==> config.mk <==
export PLATFORM = sky130hd
export DESIGN_NAME = beat_interval_rate_detector
export DESIGN_NICKNAME = d
export VERILOG_FILES = /design/src/design/bird_pkg.sv /design/src/design/bird_queue.sv /design/src/design/bird_front.sv /design/src/design/bird_back.sv /design/src/design/beat_interval_rate_detector.sv
export SDC_FILE = /design/constraint.sdc
export NUM_CORES = 1
export LEC_CHECK = 0
export BUFFER_PORTS_ARGS = -buffer_cell sky130_fd_sc_hd__buf_2
export CORE_AREA = 2 2 176 264
export DETAILED_ROUTE_END_ITERATION = 10
export DIE_AREA = 0 0 178 266
export GPL_TIMING_DRIVEN = 0
export PLACE_DENSITY = 0.82
export SYNTH_ARGS = -nofsm -noshare
export SYNTH_HDL_FRONTEND = slang
export SYNTH_SLANG_ARGS = --single-unit
==> constraint.sdc <==
create_clock -name i_clk -period 12.6 [get_ports i_clk]
set_clock_uncertainty 0.05 [all_clocks]
set_input_delay 1.89 -clock i_clk [delete_from_list [all_inputs] [get_ports i_clk]]
set_output_delay 1.89 -clock i_clk [all_outputs]
set_load 0.02 [all_outputs]
==> src/design/bird_pkg.sv <==
// ----------------------------------------------------------------------------
// bird_pkg
// shared widths, register indexes, reset values and types of the beat
// interval rate detector
// ----------------------------------------------------------------------------
`timescale 1ns / 1ps

package bird_pkg;

    localparam int DEF_SAMPLE_BITS   = 16;
    localparam int DEF_INTERVAL_BITS = 16;
    localparam int DEF_QUEUE_DEPTH   = 4;

    localparam int THRESHOLD_W  = 30;
    localparam int HOLDOFF_W    = 8;
    localparam int RATE_W       = 10;
    localparam int MIN_RATE_W   = 8;
    localparam int BPM_W        = 16;
    localparam int CFG_INDEX_W  = 4;
    localparam int CFG_DATA_W   = THRESHOLD_W;

    localparam int SECONDS_PER_MINUTE = 60;

    localparam logic [THRESHOLD_W-1:0] RST_BEAT_THRESHOLD  = THRESHOLD_W'(300);
    localparam logic [HOLDOFF_W-1:0]   RST_HOLDOFF_SAMPLES = HOLDOFF_W'(60);
    localparam logic [RATE_W-1:0]      RST_SAMPLE_RATE     = RATE_W'(120);
    localparam logic [MIN_RATE_W-1:0]  RST_MIN_RATE        = MIN_RATE_W'(30);

    typedef enum logic [CFG_INDEX_W-1:0] {
        CFG_BEAT_THRESHOLD  = CFG_INDEX_W'(0),
        CFG_HOLDOFF_SAMPLES = CFG_INDEX_W'(1),
        CFG_SAMPLE_RATE     = CFG_INDEX_W'(2),
        CFG_MIN_RATE        = CFG_INDEX_W'(3)
    } t_cfg_index;

    typedef struct packed {
        logic full;
        logic empty;
    } t_queue_status;

endpackage

==> src/design/bird_queue.sv <==
// ----------------------------------------------------------------------------
// bird_queue
// small fifo of beat intervals between the classifier and the divider
// ----------------------------------------------------------------------------
`timescale 1ns / 1ps

module bird_queue #(
    parameter int WIDTH = bird_pkg::DEF_INTERVAL_BITS,
    parameter int DEPTH = bird_pkg::DEF_QUEUE_DEPTH
) (
    input  logic                  i_clk,
    input  logic                  i_rst_n,
    input  logic                  i_push,
    input  logic [WIDTH-1:0]      i_push_data,
    input  logic                  i_pop,
    output logic [WIDTH-1:0]      o_pop_data,
    output bird_pkg::t_queue_status o_status
);
    import bird_pkg::*;

    localparam int PTR_W = (DEPTH > 1) ? $clog2(DEPTH) : 1;
    localparam int CNT_W = $clog2(DEPTH + 1);

    logic [WIDTH-1:0] r_mem [DEPTH];
    logic [PTR_W-1:0] r_wr_ptr;
    logic [PTR_W-1:0] r_rd_ptr;
    logic [CNT_W-1:0] r_count;
    logic             do_push;
    logic             do_pop;

    assign o_status.full  = (r_count == CNT_W'(DEPTH));
    assign o_status.empty = (r_count == '0);
    assign o_pop_data     = r_mem[r_rd_ptr];

    assign do_push = i_push && !o_status.full;
    assign do_pop  = i_pop && !o_status.empty;

    always_ff @(posedge i_clk) begin
        if (do_push) begin
            r_mem[r_wr_ptr] <= i_push_data;
        end
    end

    always_ff @(posedge i_clk) begin
        if (!i_rst_n) begin
            r_wr_ptr <= '0;
            r_rd_ptr <= '0;
            r_count  <= '0;
        end else begin
            if (do_push) begin
                r_wr_ptr <= (r_wr_ptr == PTR_W'(DEPTH - 1)) ? '0 : r_wr_ptr + 1'b1;
            end
            if (do_pop) begin
                r_rd_ptr <= (r_rd_ptr == PTR_W'(DEPTH - 1)) ? '0 : r_rd_ptr + 1'b1;
            end
            if (do_push && !do_pop) begin
                r_count <= r_count + 1'b1;
            end else if (do_pop && !do_push) begin
                r_count <= r_count - 1'b1;
            end
        end
    end

`ifndef NO_ASSERTIONS
    a_no_push_when_full: assert property (@(posedge i_clk) disable iff (!i_rst_n)
        o_status.full |-> !i_push)
        else $error("interval pushed into a full queue");

    a_no_pop_when_empty: assert property (@(posedge i_clk) disable iff (!i_rst_n)
        o_status.empty |-> !i_pop)
        else $error("interval popped from an empty queue");
`endif

endmodule

==> src/design/bird_front.sv <==
// ----------------------------------------------------------------------------
// bird_front
// squares each sample, detects beats and queues the interval of every beat
// with a nonzero interval whose rate lies above the minimum
// ----------------------------------------------------------------------------
`timescale 1ns / 1ps

module bird_front #(
    parameter int SAMPLE_BITS   = bird_pkg::DEF_SAMPLE_BITS,
    parameter int INTERVAL_BITS = bird_pkg::DEF_INTERVAL_BITS
) (
    input  logic                               i_clk,
    input  logic                               i_rst_n,
    input  logic                               i_valid,
    output logic                               o_stall,
    input  logic signed [SAMPLE_BITS-1:0]      i_filtered_sample,
    input  logic [bird_pkg::THRESHOLD_W-1:0]   i_beat_threshold,
    input  logic [bird_pkg::HOLDOFF_W-1:0]     i_holdoff_samples,
    input  logic [bird_pkg::MIN_RATE_W-1:0]    i_min_rate,
    input  logic [bird_pkg::BPM_W-1:0]         i_rate_num,
    input  bird_pkg::t_queue_status            i_q_status,
    output logic                               o_push,
    output logic [INTERVAL_BITS-1:0]           o_push_interval
);
    import bird_pkg::*;

    localparam int SQ_W   = 2 * SAMPLE_BITS;
    localparam int CMP_W  = (SQ_W > THRESHOLD_W) ? SQ_W : THRESHOLD_W;
    localparam int PROD_W = MIN_RATE_W + INTERVAL_BITS;

    logic                     r_busy;
    logic [SQ_W-1:0]          r_sq;
    logic [HOLDOFF_W-1:0]     r_holdoff;
    logic [INTERVAL_BITS-1:0] r_interval;

    logic [SAMPLE_BITS-1:0]   mag;
    logic                     over;
    logic                     beat;
    logic                     emit;
    logic                     commit;
    logic                     accept;
    logic [PROD_W-1:0]        min_prod;
    logic [INTERVAL_BITS-1:0] interval_base;
    logic [HOLDOFF_W-1:0]     n_holdoff;
    logic [INTERVAL_BITS-1:0] n_interval;

    // most negative sample gives 2^(n-1), which still fits unsigned
    assign mag = i_filtered_sample[SAMPLE_BITS-1] ? (~i_filtered_sample + 1'b1)
                                                  : i_filtered_sample;

    assign over     = CMP_W'(r_sq) > CMP_W'(i_beat_threshold);
    assign beat     = over && (r_holdoff == '0);
    assign min_prod = PROD_W'(i_min_rate) * PROD_W'(r_interval);
    // exact rational test num / interval > min_rate
    assign emit     = beat && (r_interval != '0) && (PROD_W'(i_rate_num) > min_prod);

    assign commit   = r_busy && !(emit && i_q_status.full);
    assign o_stall  = r_busy && !commit;
    assign accept   = i_valid && !o_stall;

    assign o_push          = commit && emit;
    assign o_push_interval = r_interval;

    always_comb begin
        if (over) begin
            n_holdoff = i_holdoff_samples;
        end else if (r_holdoff != '0) begin
            n_holdoff = r_holdoff - 1'b1;
        end else begin
            n_holdoff = r_holdoff;
        end
        interval_base = beat ? INTERVAL_BITS'(1) : r_interval;
        n_interval    = (interval_base != '1) ? interval_base + 1'b1 : interval_base;
    end

    always_ff @(posedge i_clk) begin
        if (accept) begin
            r_sq <= SQ_W'(mag) * SQ_W'(mag);
        end
    end

    always_ff @(posedge i_clk) begin
        if (!i_rst_n) begin
            r_busy     <= 1'b0;
            r_holdoff  <= '0;
            r_interval <= '0;
        end else begin
            if (accept) begin
                r_busy <= 1'b1;
            end else if (commit) begin
                r_busy <= 1'b0;
            end
            if (commit) begin
                r_holdoff  <= n_holdoff;
                r_interval <= n_interval;
            end
        end
    end

endmodule

==> src/design/bird_back.sv <==
// ----------------------------------------------------------------------------
// bird_back
// restoring divider that turns a queued interval into beats per minute,
// one quotient bit a cycle, with a registered output stage
// ----------------------------------------------------------------------------
`timescale 1ns / 1ps

module bird_back #(
    parameter int INTERVAL_BITS = bird_pkg::DEF_INTERVAL_BITS
) (
    input  logic                          i_clk,
    input  logic                          i_rst_n,
    input  logic [bird_pkg::BPM_W-1:0]    i_rate_num,
    input  bird_pkg::t_queue_status       i_q_status,
    input  logic [INTERVAL_BITS-1:0]      i_q_interval,
    output logic                          o_pop,
    output logic                          o_valid,
    input  logic                          i_stall,
    output logic [bird_pkg::BPM_W-1:0]    o_beats_per_minute
);
    import bird_pkg::*;

    localparam int STEP_W = $clog2(BPM_W);

    typedef enum logic [2:0] {
        S_IDLE = 3'b001,
        S_DIV  = 3'b010,
        S_DONE = 3'b100
    } t_state;

    t_state                   r_state;
    t_state                   n_state;
    logic [INTERVAL_BITS-1:0] r_div;
    logic [INTERVAL_BITS-1:0] r_rem;
    logic [BPM_W-1:0]         r_quo;
    logic [STEP_W-1:0]        r_step;
    logic                     r_out_valid;
    logic [BPM_W-1:0]         r_out_bpm;

    logic [INTERVAL_BITS:0]   trial;
    logic                     fits;
    logic                     out_free;
    logic                     out_load;

    assign trial    = {r_rem, r_quo[BPM_W-1]};
    assign fits     = trial >= {1'b0, r_div};
    assign out_free = !r_out_valid || !i_stall;
    assign out_load = (r_state == S_DONE) && out_free;
    assign o_pop    = (r_state == S_IDLE) && !i_q_status.empty;

    assign o_valid            = r_out_valid;
    assign o_beats_per_minute = r_out_bpm;

    always_comb begin
        n_state = r_state;
        unique case (r_state)
            S_IDLE: begin
                if (!i_q_status.empty) begin
                    n_state = S_DIV;
                end
            end
            S_DIV: begin
                if (r_step == STEP_W'(BPM_W - 1)) begin
                    n_state = S_DONE;
                end
            end
            S_DONE: begin
                if (out_free) begin
                    n_state = S_IDLE;
                end
            end
            default: n_state = S_IDLE;
        endcase
    end

    always_ff @(posedge i_clk) begin
        if (o_pop) begin
            r_div <= i_q_interval;
            r_rem <= '0;
            r_quo <= i_rate_num;
        end else if (r_state == S_DIV) begin
            // dividend bits leave at the top, quotient bits enter at the bottom
            r_rem <= fits ? INTERVAL_BITS'(trial - {1'b0, r_div}) : INTERVAL_BITS'(trial);
            r_quo <= {r_quo[BPM_W-2:0], fits};
        end
        if (out_load) begin
            r_out_bpm <= r_quo;
        end
    end

    always_ff @(posedge i_clk) begin
        if (!i_rst_n) begin
            r_state     <= S_IDLE;
            r_step      <= '0;
            r_out_valid <= 1'b0;
        end else begin
            r_state <= n_state;
            if (o_pop) begin
                r_step <= '0;
            end else if (r_state == S_DIV) begin
                r_step <= r_step + 1'b1;
            end
            if (out_load) begin
                r_out_valid <= 1'b1;
            end else if (!i_stall) begin
                r_out_valid <= 1'b0;
            end
        end
    end

`ifndef NO_ASSERTIONS
    a_divisor_nonzero: assert property (@(posedge i_clk) disable iff (!i_rst_n)
        o_pop |-> (i_q_interval != '0))
        else $error("zero interval reached the divider");

    a_stalled_rate_held: assert property (@(posedge i_clk) disable iff (!i_rst_n)
        (o_valid && i_stall) |=> (o_valid && $stable(o_beats_per_minute)))
        else $error("stalled rate changed or dropped");
`endif

endmodule

==> src/design/beat_interval_rate_detector.sv <==
// ----------------------------------------------------------------------------
// beat_interval_rate_detector: squares samples, detects beats, emits rate
// a sample can be taken every cycle; the front stalls only when a beat to be
// queued finds the interval queue full
// a rate comes from the 16-step divider, which takes a new interval from the
// queue only after the last rate has been loaded into the output register
// synchronous reset clears counters, queue and divider; registers reload
// ----------------------------------------------------------------------------
`timescale 1ns / 1ps

module beat_interval_rate_detector #(
    parameter int SAMPLE_BITS   = bird_pkg::DEF_SAMPLE_BITS,
    parameter int INTERVAL_BITS = bird_pkg::DEF_INTERVAL_BITS,
    parameter int QUEUE_DEPTH   = bird_pkg::DEF_QUEUE_DEPTH
) (
    input  logic                               i_clk,
    input  logic                               i_rst_n,
    input  logic                               i_valid,
    output logic                               o_stall,
    input  logic signed [SAMPLE_BITS-1:0]      i_filtered_sample,
    output logic                               o_valid,
    input  logic                               i_stall,
    output logic [bird_pkg::BPM_W-1:0]         o_beats_per_minute,
    input  logic                               i_cfg_valid,
    output logic                               o_cfg_ready,
    input  logic [bird_pkg::CFG_INDEX_W-1:0]   i_cfg_index,
    input  logic [bird_pkg::CFG_DATA_W-1:0]    i_cfg_data
);
    import bird_pkg::*;

    logic [THRESHOLD_W-1:0]   r_beat_threshold;
    logic [HOLDOFF_W-1:0]     r_holdoff_samples;
    logic [RATE_W-1:0]        r_sample_rate;
    logic [MIN_RATE_W-1:0]    r_min_rate;
    logic [BPM_W-1:0]         r_rate_num;

    t_queue_status            q_status;
    logic                     q_push;
    logic [INTERVAL_BITS-1:0] q_push_interval;
    logic                     q_pop;
    logic [INTERVAL_BITS-1:0] q_pop_interval;

    assign o_cfg_ready = 1'b1;

    always_ff @(posedge i_clk) begin
        if (!i_rst_n) begin
            r_beat_threshold  <= RST_BEAT_THRESHOLD;
            r_holdoff_samples <= RST_HOLDOFF_SAMPLES;
            r_sample_rate     <= RST_SAMPLE_RATE;
            r_min_rate        <= RST_MIN_RATE;
        end else if (i_cfg_valid && o_cfg_ready) begin
            unique case (i_cfg_index)
                CFG_BEAT_THRESHOLD:  r_beat_threshold  <= i_cfg_data[THRESHOLD_W-1:0];
                CFG_HOLDOFF_SAMPLES: r_holdoff_samples <= i_cfg_data[HOLDOFF_W-1:0];
                CFG_SAMPLE_RATE:     r_sample_rate     <= i_cfg_data[RATE_W-1:0];
                CFG_MIN_RATE:        r_min_rate        <= i_cfg_data[MIN_RATE_W-1:0];
                default: ;
            endcase
        end
    end

    // samples per minute, at most 61380
    always_ff @(posedge i_clk) begin
        r_rate_num <= BPM_W'(r_sample_rate * SECONDS_PER_MINUTE);
    end

    bird_front #(
        .SAMPLE_BITS   (SAMPLE_BITS),
        .INTERVAL_BITS (INTERVAL_BITS)
    ) u_front (
        .i_clk             (i_clk),
        .i_rst_n           (i_rst_n),
        .i_valid           (i_valid),
        .o_stall           (o_stall),
        .i_filtered_sample (i_filtered_sample),
        .i_beat_threshold  (r_beat_threshold),
        .i_holdoff_samples (r_holdoff_samples),
        .i_min_rate        (r_min_rate),
        .i_rate_num        (r_rate_num),
        .i_q_status        (q_status),
        .o_push            (q_push),
        .o_push_interval   (q_push_interval)
    );

    bird_queue #(
        .WIDTH (INTERVAL_BITS),
        .DEPTH (QUEUE_DEPTH)
    ) u_queue (
        .i_clk       (i_clk),
        .i_rst_n     (i_rst_n),
        .i_push      (q_push),
        .i_push_data (q_push_interval),
        .i_pop       (q_pop),
        .o_pop_data  (q_pop_interval),
        .o_status    (q_status)
    );

    bird_back #(
        .INTERVAL_BITS (INTERVAL_BITS)
    ) u_back (
        .i_clk              (i_clk),
        .i_rst_n            (i_rst_n),
        .i_rate_num         (r_rate_num),
        .i_q_status         (q_status),
        .i_q_interval       (q_pop_interval),
        .o_pop              (q_pop),
        .o_valid            (o_valid),
        .i_stall            (i_stall),
        .o_beats_per_minute (o_beats_per_minute)
    );

endmodule

Yosys cells after proc, flatten, opt, wreduce, memory -nomap -nowiden
Memory sizes are Yosys's and may differ from the RTL's. A register that Yosys moved wholly into a read port is not among the register bits.
Cells that the tools add are included.
Storage, ports and cells
  memory bits (writable): 64
  logic and storage cells: 114
  latch bits: 0
  memory bits (read-only): 0
  memories kept: 1
  bits in registers: 190
  input port bits: 55
Cells by class
  divide/modulo/power cells: 0
  add/sub/neg operators: 9
  magnitude comparators: 3
  multipliers: 3
  equal/unequal tests: 15
  multiplexer cells: 22
  shifts and indexed selects: 0
  bitwise gates (word level): 2
  reductions and logical operators: 40
Memory list
  u_queue.r_mem: words 4, width 16, rd ports 1, clocked after memory_dff 1, wr ports 1, line bird_queue.sv:24  | logic [WIDTH-1:0] r_mem [DEPTH];
Operators with widths (number)
  two-way mux 16 bit: 6
  adder 16 x 1 -> 16 bit, second input constant: 2
  greater-than comparator 32 x 30 -> 1 bit: 1
  multiplier 16 x 16 -> 32 bit: 1
  greater-than comparator 16 x 24 -> 1 bit: 1
  multiplier 8 x 16 -> 24 bit: 1
  greater-or-equal comparator 17 x 16 -> 1 bit: 1
  two-way mux 8 bit: 2
  != test 16 bit, second input constant: 1
  NOT 16 bit: 1
  nonzero test 16 bit: 1
  subtractor 16 bit: 1
  two-way mux 3 bit: 5
  logical AND 1 bit: 14
  multiplier 10 x 4 -> 14 bit, second input constant: 1
  AND reduction 2 bit: 5
  logical NOT 1 bit: 9
  one-hot mux 3 bit (3 select lines): 1
  equality test 4 x 2 -> 1 bit, second input constant: 2
  logical NOT 8 bit: 1
  nonzero test 2 bit: 4
  nonzero test 8 bit: 1
  subtractor 8 x 1 -> 8 bit, second input constant: 1
  equality test 3 bit, second input constant: 2
  19 further kinds: 29

Logic depth before layout (Yosys ltp)
  depth in word-level cells: 13
  depth in mapped cells: 33

Modules after synthesis
Synthesis repeated with hierarchy kept, for this count alone.
Unflattened totals
  cells, all modules: 2538
  area, all modules: 24960.2 µm²
By module, submodules not included
  bird_front: instances 1, area an instance 15272.1 µm², sequential area each 1431.4 µm², cells each 1744
  bird_back: instances 1, area an instance 3509.6 µm², sequential area each 1921.8 µm², cells each 306
  beat_interval_rate_detector: instances 1, area an instance 3352.0 µm², sequential area each 1401.3 µm², cells each 353
  bird_queue: instances 1, area an instance 2826.5 µm², sequential area each 2102.0 µm², cells each 135

Worst setup path before layout
No wires, ideal clock.
  kind: input-to-reg
  start: input port i_filtered_sample[0]
  end: register u_front.r_sq[31], data pin
  buffers on the path: 2
  stages: 29
  data arrival time: 9.288 ns
  library setup time: 0.260 ns
  path slack: 3.003 ns
  cell sequence: clkbuf_1 > inv_1 > clkbuf_1 > ha_1 > nand2_1 > or3_1 > o21a_1 > xnor2_1 > clkinv_1 > nand2_1 > inv_1 > fa_1 > inv_1 > fa_1 > inv_1 > fa_1 > fa_1 > fa_1 > fa_1 > ha_1 > a2111oi_0 > o21ai_0 > o21ai_0 > nand2_1 > o211ai_1 > o311ai_0 > a21o_1 > a21oi_1 > xnor2_1
On the way
  cells in the longest elaborated chain, start to end: 4
Ends and longest elaborated chain
  start, declared: line beat_interval_rate_detector.sv:20  | input logic signed [SAMPLE_BITS-1:0] i_filtered_sample,
  NOT 16 bit: line bird_front.sv:48  | assign mag = i_filtered_sample[SAMPLE_BITS-1] ? (~i_filtered_sample + 1'b1)
  adder 16 x 1 -> 16 bit: line bird_front.sv:48
  two-way mux 16 bit *: line bird_front.sv:48
  multiplier 16 x 16 -> 32 bit *: line bird_front.sv:78  | r_sq <= SQ_W'(mag) * SQ_W'(mag);
  end signal, assigned: line bird_front.sv:78
  end, declared: line bird_front.sv:32  | logic [SQ_W-1:0] r_sq;
Mark *: on every way between the ends. The rest lies on a longest branch, timed or not.
A chain may end at the register's enable or synchronous reset.

Final worst setup path
Same ends and word-level chain as after synthesis.

==> results.toml <==
[status]
outcome = "completed"

[die]
io_pins = 74
initial_core_util = 0.542
design.core.area_um2 = 45300
die_w_um = 178
die_height_um = 266
row_count = 96
die_area_um2 = 47300

[yosys]
postSynthAreaPerCell_um2 = 9.73
synth_top_area_cell = "fa_1"
netlist_area_um2 = 24500
synth_edf_count = 141
synth-async-reset-ratio = 0
yosysTopAreaCellShare = 0.218
synth_seq_cells = 269
synth.area.top_cells = "fa_1 22%, edfxtp_1 17%, ha_1 11%, dfxtp_1 10%, inv_1 6.3%"
synth-main-ff-cell = "edfxtp_1"
yosysUniqueCellTypes = 95
seq_area_frac_synth = 0.277
ys_warn_count = 0
synth_cells = 2520

[place]
dp_hpwl_um = 51000
port_buffers = 69
place_congestion = 0.980
post-place-ws_ps = 740

[detailed_routing]
vias = 18600
viasPerCell = 5.74
drcViolationCount = 0
antenna_left = 0
wl_per_cell_um = 19.2
dr.pass1.iters = 5
drt_iter0_drc = 1024
wl_um = 62300

[global_routing]
grt_overflow = 0
grt_pass1_vias = 19800
grt_pass1_wl_um = 99200
grt_max_degree = 26
grt_usage = 0.270
antenna_found_initial = 8

[timing]
drv_slew = 0
relSlewSlack = 0.169
tns_ps = 0
hold_viol = 0
layout_setup_ws_ps = 1200
rsz0062_at_grt = "false"
setup_viol = 0
min_period_ps = 11400
tightest_slew_ps = 1240
fin_crit_sh = 0.905
max_freq_ghz = 0.0877

[worst_setup_path]
reg2reg_from = "u_front.o_push_interval[2]$_SDFFE_PN0P_"
arrival_ps = 11650
cp-start-kind = "primary input"
slowest_stage = "xnor2_1"
r2r-end = "u_queue.r_count[2]$_SDFFE_PN0P_"
path_max_fanout = 11
worst_setup_path_end_kind = "register"
crit_type = "primary input to register"
crit_required_ps = 12850
r2r_slack_ps = 4690
reg2regPathDepth = 29
crit_path_frequent_cell = "fa_1"
critPathMaxStageDelay_ps = 950

[power]
power_mw = 7.68
power.leakage_nw = 12.0
ir_drop_mv = 0.363
powerDensity_nw_per_um2 = 290

[clock_network]
clock_tree.root_cell = "clkbuf_16"
cts_resized = 0
holdBufCountCts = 0
cts_max_level = 1
cts.clk_slew.worst_paths_ps = 60
cts_sinks = 269
max-clock-path-buffers = 3
cts_tree = "done"
clkLatencyLatePin_ps = 560
cts_buffers = 26
cts_setup_buffers = 0

[job]
cap_viol_max_count = 0

[worst_hold_path]
hold_depth = 0
hp-class = "register to register"
hold_path.startpoint = "r_sample_rate[0]$_SDFFE_PN0P_"
holdPathEnd = "r_rate_num[2]$_DFF_P_"

[final_layout]
area_delta_synth_final_pct = 7.96
drive_above_1_share = 0.0691
fillers = 3814
fin_nets = 3175
multiInputGateArea_um2 = 15800
regArea_um2 = 6800
-- flip-flops by register name, indices dropped and copies added, names as in the netlist, 10 cells and up --
signal                     count
u_back.o_beats_per_minute     16
r_beat_threshold              30
u_queue.r_mem                 64
u_front.o_push_interval       16
u_back.r_div                  16
u_back.r_rem                  16
r_rate_num                    14
u_back.r_quo                  16
r_sample_rate                 10
u_front.r_sq                  31
-- cell type report --
type                    instances  share of cell area
well taps                     588              0.0278
clock inverters                13             0.00265
clock buffers                  35              0.0274
diodes                          5            0.000473
repair buffers                 70              0.0136
inverters                     420              0.0595
multi-input cells            1752               0.598
plain buffers                  90              0.0138
flip-flops and latches        269               0.257
-- layout by cell type (no fill, tap or decap), types with 15 or more instances in the layout --
cell | synthesis | layout
inv_1 | 412 | 412
fa_1 | 267 | 267
nand2_1 | 248 | 248
ha_1 | 224 | 224
nor2_1 | 147 | 147
edfxtp_1 | 141 | 141
a21oi_1 | 140 | 139
dfxtp_1 | 128 | 128
and2_1 | 120 | 120
clkbuf_1 | 76 | 82
buf_2 | 5 | 74
o21ai_0 | 55 | 55
xnor2_1 | 55 | 55
a21o_1 | 39 | 39
nand3_1 | 35 | 35
xor2_1 | 31 | 31
mux2i_1 | 30 | 30
nor3_1 | 29 | 29
clkbuf_16 | 0 | 27
a211oi_1 | 21 | 21
nand4_1 | 19 | 19
o211ai_1 | 17 | 17
a22o_1 | 17 | 17
mux4_2 | 16 | 16
o21bai_1 | 15 | 15
-- metrics by stage --
step,area [um2],hold WS (ps),cells,util
2_1_floorplan,24600,341,2531,-
3_3_place_gp,25600,389,3188,0.566
3_5_place_dp,25700,391,3189,0.567
4_1_cts,26500,405,3237,0.584
5_1_grt,26500,420,3237,0.584
6_report,26500,404,3242,0.585
-- worst max-delay path, delay by kind of cell --
kind | cells | cell delay (ps)
buffers and inverters | 8 | 1880
adders and majority gates | 8 | 3750
and+or+nand+nor | 7 | 1820
AOI/OAI and AO/OA | 5 | 1170
xor gates and xnor gates | 2 | 1090
-- synth_stat cells, drive strengths merged (11+ instances only) --
| library cell | count |
|---|---|
| inv | 413 |
| fa | 267 |
| nand2 | 249 |
| ha | 224 |
| nor2 | 148 |
| edfxtp | 141 |
| a21oi | 140 |
| dfxtp | 128 |
| and2 | 121 |
| clkbuf | 76 |
| o21ai | 64 |
| xnor2 | 55 |
| a21o | 40 |
| nand3 | 35 |
| xor2 | 31 |
| mux2i | 30 |
| nor3 | 30 |
| a211oi | 23 |
| nand4 | 19 |
| o211ai | 18 |
| a22o | 17 |
| mux4 | 16 |
| o21bai | 15 |
| buf | 14 |
| or3 | 14 |
| nor2b | 13 |
| or2 | 13 |
| nand2b | 12 |
| nor4 | 11 |
-- worst max-delay path by stage --
stage	slack (ps)	to	depth (start not counted)	from
after floorplan	3000	u_front.r_sq[31]$_DFFE_PP_	29	i_filtered_sample[0]
after global placement	880	u_front.r_sq[31]$_DFFE_PP_	30	i_filtered_sample[0]
after detailed placement	740	u_front.r_sq[31]$_DFFE_PP_	30	i_filtered_sample[0]
after CTS	1330	u_front.r_sq[31]$_DFFE_PP_	30	i_filtered_sample[0]
after global routing	870	u_front.r_sq[31]$_DFFE_PP_	30	i_filtered_sample[0]
final	1200	u_front.r_sq[31]$_DFFE_PP_	30	i_filtered_sample[0]
-- logic make-up (layout without fill, tap and decap cells) --
group / count (synthesis) / after routing / synth area share
AND/OR/NAND/NOR: 700 / 700 / 0.140
buffers and inverters: 510 / 628 / 0.0791
adder cells (fa/ha/maj): 491 / 491 / 0.332
AO/OA/AOI/OAI: 415 / 415 / 0.114
flip-flops: 269 / 269 / 0.277
XOR/XNOR: 86 / 86 / 0.0307
multiplexers: 47 / 47 / 0.0274
other: 2 / 18 / 0.000306
-- per-layer routing --
layer / share of wire / track usage
met2: 0.53 / 0.502
met4: 0.082 / 0.198
met1: 0.34 / 0.267
met5: 0.00087 / 0
met3: 0.049 / 0.0412
-- power by group --
part           switching, mW  leakage [nW]  total (mW)  internal (mW)
Clock                  0.335         0.398       0.740          0.405
Combinational           3.22          9.25        5.50           2.27
Sequential            0.0890          2.33        1.44           1.36
Total                   3.65          12.0        7.68           4.03
Power figures use the tool's default switching activity.
